[config.mk]
export PLATFORM = sky130hd
export DESIGN_NAME = wdi_front
export DESIGN_NICKNAME = d
export VERILOG_FILES = /design/src/hw/rtl/wdi_pkg.sv /design/src/hw/rtl/wdi_front.sv
export SDC_FILE = /design/constraint.sdc
export NUM_CORES = 1
export LEC_CHECK = 0
export ABC_AREA = 0
export ABC_CLOCK_PERIOD_IN_PS = 8700
export BUFFER_PORTS_ARGS = -buffer_cell sky130_fd_sc_hd__buf_2
export CORE_ASPECT_RATIO = 0.75
export CORE_UTILIZATION = 58
export CTS_BUF_LIST = sky130_fd_sc_hd__clkbuf_8
export CTS_CLUSTER_SIZE = 12
export DETAILED_ROUTE_END_ITERATION = 10
export PLACE_DENSITY = 0.87
export SYNTH_ARGS = -nofsm -noshare
export SYNTH_HDL_FRONTEND = slang
export SYNTH_SLANG_ARGS = --single-unit
[constraint.sdc]
create_clock -name clk_i -period 8.7 [get_ports clk_i]
set_input_delay 1.74 -clock clk_i [delete_from_list [all_inputs] [get_ports clk_i]]
set_output_delay 1.74 -clock clk_i [all_outputs]
set_load 0.03 [all_outputs]
[src/hw/rtl/wdi_pkg.sv]
// ----------------------------------------------------------------------------
// wdi_pkg
// Shared types, sizes and the hash function of the windowed id deduplicator.
// ----------------------------------------------------------------------------
package wdi_pkg;

  localparam int unsigned UniqueCap = 1024;
  localparam int unsigned SlotCount = 2048;
  localparam int unsigned IdxW      = $clog2(UniqueCap);
  localparam int unsigned CntW      = IdxW + 1;
  localparam int unsigned SlotW     = $clog2(SlotCount);
  localparam int unsigned SlotDataW = CntW;
  localparam int unsigned ReqW      = 8;
  localparam int unsigned EpochW    = 16;
  localparam int unsigned QDepth    = 2;
  localparam logic [63:0] HashMul   = 64'h9E3779B97F4A7C15;

  // one queued request from the front to the back
  typedef struct packed {
    logic [63:0] id_value;
    logic        id_present;
    logic        request_end;
  } wdi_req_t;

  // result item
  typedef struct packed {
    logic [IdxW-1:0] unique_index;
    logic            index_valid;
    logic            is_new;
    logic            table_full;
    logic [ReqW-1:0] request_number;
    logic            batch_done;
    logic [CntW-1:0] batch_unique_count;
  } wdi_res_t;

  // xor-fold after the multiply, then keep the low slot bits
  function automatic logic [SlotW-1:0] slot_fold(logic [63:0] h);
    logic [63:0] f;
    f = h ^ (h >> 29);
    return f[SlotW-1:0];
  endfunction

endpackage

[src/hw/rtl/wdi_front.sv]
// ----------------------------------------------------------------------------
// wdi_front
// Accepts requests into a short queue that feeds the lookup engine.
// ----------------------------------------------------------------------------
module wdi_front import wdi_pkg::*; (
  input  logic        clk_i,
  input  logic        rst_ni,
  input  logic        start_i,
  input  logic [63:0] id_value_i,
  input  logic        id_present_i,
  input  logic        request_end_i,
  output logic        busy_o,
  output logic        req_valid_o,
  output wdi_req_t    req_o,
  input  logic        req_pop_i
);

  localparam int unsigned PtrW = $clog2(QDepth);

  wdi_req_t          q_mem_q [QDepth];
  logic [PtrW-1:0]   rd_q, rd_d, wr_q, wr_d;
  logic [PtrW:0]     cnt_q, cnt_d;
  logic              push;

  assign busy_o      = (cnt_q == (PtrW+1)'(QDepth));
  assign push        = start_i && !busy_o;
  assign req_valid_o = (cnt_q != '0);
  assign req_o       = q_mem_q[rd_q];

  // queue pointers
  always_comb begin
    rd_d  = rd_q;
    wr_d  = wr_q;
    cnt_d = cnt_q;
    if (push) begin
      wr_d = wr_q + 1'b1;
    end
    if (req_pop_i) begin
      rd_d = rd_q + 1'b1;
    end
    if (push && !req_pop_i) begin
      cnt_d = cnt_q + 1'b1;
    end else if (!push && req_pop_i) begin
      cnt_d = cnt_q - 1'b1;
    end
  end

  always_ff @(posedge clk_i or negedge rst_ni) begin
    if (!rst_ni) begin
      rd_q  <= '0;
      wr_q  <= '0;
      cnt_q <= '0;
    end else begin
      rd_q  <= rd_d;
      wr_q  <= wr_d;
      cnt_q <= cnt_d;
    end
  end

  // queue storage
  always_ff @(posedge clk_i) begin
    if (push) begin
      q_mem_q[wr_q] <= '{id_value: id_value_i, id_present: id_present_i,
                         request_end: request_end_i};
    end
  end

  assert property (@(posedge clk_i) disable iff (!rst_ni) req_pop_i |-> req_valid_o)
    else $error("pop from empty queue");
  assert property (@(posedge clk_i) disable iff (!rst_ni) cnt_q <= (PtrW+1)'(QDepth))
    else $error("queue overflow");
  assert property (@(posedge clk_i) disable iff (!rst_ni)
    (push && !req_pop_i) |=> cnt_q == $past(cnt_q) + 1'b1)
    else $error("queue count lost a push");

endmodule

Word-level counts from Yosys, hierarchy flattened
Memories as Yosys holds them, arrays and structs flattened.
Index checks and enable logic that the tools add are counted.
{"block": "word_totals", "memories": 1, "ramBits": 132, "register_bits": 4, "wordCells": 21, "inputBits": 70}
{"name": "q_mem_q", "depth": 2, "width": 66, "read_ports": 1, "rd_ports_with_merged_regs": 0, "wr": 1, "line_no": "wdi_front.sv:20", "rtl": "wdi_req_t q_mem_q [QDepth];"}
{"block": "op_classes", "n_eq_ne": 1, "addsub": 4, "mux": 4, "n_reduce_logical": 8}
{"operator": "$mux 2", "count": 2}
{"operator": "$reduce_bool 2->1", "count": 2}
{"operator": "$logic_and 1x1->1", "count": 3}
{"operator": "$logic_not 1->1", "count": 3}
{"operator": "$add 1x1->1 const B", "count": 2}
{"operator": "$add 2x1->2 const B", "count": 1}
{"operator": "$eq 2x2->1 const B", "count": 1}
{"operator": "$mux 1", "count": 2}
{"operator": "$sub 2x1->2 const B", "count": 1}

Logic depth before layout (Yosys ltp)
{"block": "logic_depth", "ltp_word": 7, "ltp_mapped": 7, "depth_no_buf": 7}

Least setup slack after synthesis
OpenSTA, ideal clock, no wires.
{"block": "synth_path", "path_type": "input -> register", "startpoint": "in start_i", "endpoint": "mem q_mem_q[0][0] in the netlist's numbering, enable pin", "arrival_ps": 4587, "path_buffers": 0, "slack_ps": 3622, "path_stages": 2, "setup_ps": 490, "path_cell_list": "nand2_1 nor2_1"}
{"block": "synth_via", "elab_chain_len": 3}
{"item": "start, declared", "line_no": "wdi_front.sv:8", "rtl": "input logic start_i,"}
{"item": "$logic_and 1x1->1", "line_no": "wdi_front.sv:26", "rtl": "assign push = start_i && !busy_o;"}
{"item": "$mux 1", "line_no": "wdi_front.sv:62", "rtl": "if (push) begin"}
{"item": "$mux 1 (not written as such)", "line_no": "wdi_front.sv:63", "rtl": "q_mem_q[wr_q] <= '{id_value: id_value_i, id_present: id_present_i,"}
{"item": "end, declared", "line_no": "wdi_front.sv:20"}
Every way passes these cells.

==> flow_summary.json <==
{
  "drv_slew": 0,
  "drt_iter0_drc": 118,
  "placed_area_um2": 5870,
  "core-area_um2": 8450,
  "final_area_um2": 6240,
  "skew_ns": 0.00774,
  "vdd_drop_max_v": 0.000252,
  "hold_depth": 1,
  "tightest_slew_ns": 1.05,
  "antenna_left": 0,
  "ys_ff_latch": 136,
  "power_density_nw_per_um2": 367,
  "drt_drc_violations_left": 0,
  "synthCells": 224,
  "clock_latency_ns": 0.41,
  "nets": 446,
  "slew_headroom_pct": 30.3,
  "grt_pass1_vias": 2660,
  "synth.avg_cell_area_um2": 22.7,
  "fin_crit_ns": 3.94,
  "vias": 2538,
  "start_util_pct": 60.0,
  "leakage_uw": 0.00247,
  "cp-end-kind": "output port",
  "fin_crit_sh_pct": 45.3,
  "io-pin-count": 138,
  "cts_root_buf": "clkbuf_8",
  "multi_input_area_um2": 951,
  "gr-total-overflow": 0,
  "fill_cells": 532,
  "rsz0062_at_grt": "false",
  "cts_tree": "done",
  "dp_hpwl_mm": 5.52,
  "hold_path.class": "reg2reg",
  "setup_viol": 0,
  "dieWidth_um": 110,
  "clockBufferDepth": 2,
  "rows": 29,
  "cp_max_fo": 67,
  "htree_num_levels": 4,
  "drive_gt1_share_pct": 60.9,
  "required_ns": 6.96,
  "grt_pass1_wl_mm": 12.8,
  "status": "complete, no violations",
  "netlist_area_um2": 5070,
  "viasPerCell": 5.14,
  "die_area_um2": 9130,
  "cap_violations": 0,
  "cts_num_sinks": 136,
  "hold_violations": 0,
  "setup_tns_ns": 0,
  "place.gp.congestion": 0.678,
  "wl_per_cell_um": 17.1,
  "area_growth_pct": 23.0,
  "chipHeight_um": 83,
  "dr.pass1.iters": 4,
  "timing.fmax_ghz": 0.254,
  "cp-start-kind": "register",
  "io_buffers": 137,
  "cts_buffers": 17,
  "grt_antenna_before_repair": 0,
  "yosysWarnings": 0,
  "antennaDiodeCount": 0,
  "finalWirelength_mm": 8.43,
  "synthDistinctLibCells": 16,
  "cts_resized": 0,
  "reg2reg_depth": 4,
  "seq_area_frac_synth_pct": 80.1,
  "cts.reportedPaths.clkPinSlew_ns": 0.07,
  "cts_setup_buffers": 0,
  "syn_nets": 295,
  "grt_usage_pct": 19.6,
  "worstPathArrival_ns": 2.20,
  "grt_max_degree": 68,
  "cts_hold_buf": 0,
  "register_area_um2": 4070,
  "worst-setup-path-type": "reg2out"
}
registers in the layout (all words and copies together), names as in the netlist:
register / flops
cnt_q: 2
q_mem_q: 132
rd_q: 1
wr_q: 1
layer usage:
| layer | global-route usage [%] | wire length (um) |
|---|---|---|
| met5 | 0 | 0 |
| met4 | 7.03 | 112 |
| met3 | 7.54 | 685 |
| met2 | 29.9 | 4090 |
| met1 | 25.6 | 3540 |
power by group:
| part | leakage (uW) | internal, uW | switching, uW | total [uW] |
|---|---|---|---|---|
| sequential | 0.00127 | 897 | 111 | 1010 |
| clock | 0.000202 | 274 | 217 | 491 |
| combinational | 0.00100 | 312 | 480 | 792 |
| total | 0.00247 | 1480 | 807 | 2290 |
layout make-up:
class | instances | share of cell area, %
Clock buffer | 17 | 3.75
Sequential cell | 136 | 65.2
Clock inverter | 13 | 2.27
Multi-Input combinational cell | 78 | 15.2
Tap cell | 108 | 2.17
Inverter | 3 | 0.180
Timing Repair Buffer | 139 | 11.2
worst max-delay path: stages (launching register included):
cell and delay [ns]:
dfrtp_4 1.10, mux2_2 0.44, buf_2 0.18
cells by family (layout without fill, tap and decap cells):
family	count (synthesis)	count (layout)	share of synthesized area, %
flip-flops	136	136	80.1
multiplexers	66	66	16.9
buffers and inverters	10	172	1.33
AND/OR/NAND/NOR	6	6	0.592
XOR/XNOR	5	5	0.863
adder cells (fa/ha/maj)	1	1	0.247
worst paths after layout:
path                          start        endpoint  slack [ns]
setup reg to reg           cnt_q[0]  q_mem_q[0][60]        6.32
min in group asynchronous    rst_ni            rd_q        1.12
max in group asynchronous    rst_ni            rd_q        7.44
hold / removal             cnt_q[1]        cnt_q[1]        0.54
setup / recovery               rd_q       req_o[49]        4.76
hold reg to reg            cnt_q[1]        cnt_q[1]        0.54
cells in the mapped netlist:
library cell	number	share of area, %
dfrtp_1	4	2.0
xnor2_1	2	0.35
buf_2	3	0.30
inv_1	3	0.22
xor2_1	3	0.52
ha_1	1	0.25
nand2_1	1	0.074
mux2_4	30	8.9
buf_6	3	0.67
buf_4	1	0.15
nor2_1	2	0.15
or2_2	1	0.12
and3_1	1	0.12
nand2b_1	1	0.12
edfxtp_1	132	78
mux2_2	36	8.0
layout by cell type, fill, tap and decap left out, types with 2 or more instances in the layout:
master	n
buf_4	2
xnor2_1	2
buf_2	137
clkbuf_8	17
mux2_2	36
bufinv_16	3
xor2_1	3
mux2_4	30
inv_1	6
clkinv_2	4
dfrtp_1	3
edfxtp_1	132
through the flow:
stage | total power, uW | hold slack [ns] | util (%) | worst slack [ns] | std cells
floorplan | 1620 | 0.456 | - | 3.62 | 224
global placement | 1800 | 0.477 | 69.4 | 5.17 | 464
detailed placement | 1820 | 0.546 | 69.4 | 5.13 | 464
CTS | 2320 | 0.561 | 73.8 | 4.72 | 494
global route | 2390 | 0.583 | 73.8 | 4.66 | 494
finish | 2290 | 0.543 | 73.8 | 4.76 | 494
No activity file was read; power rests on OpenSTA's default activity.
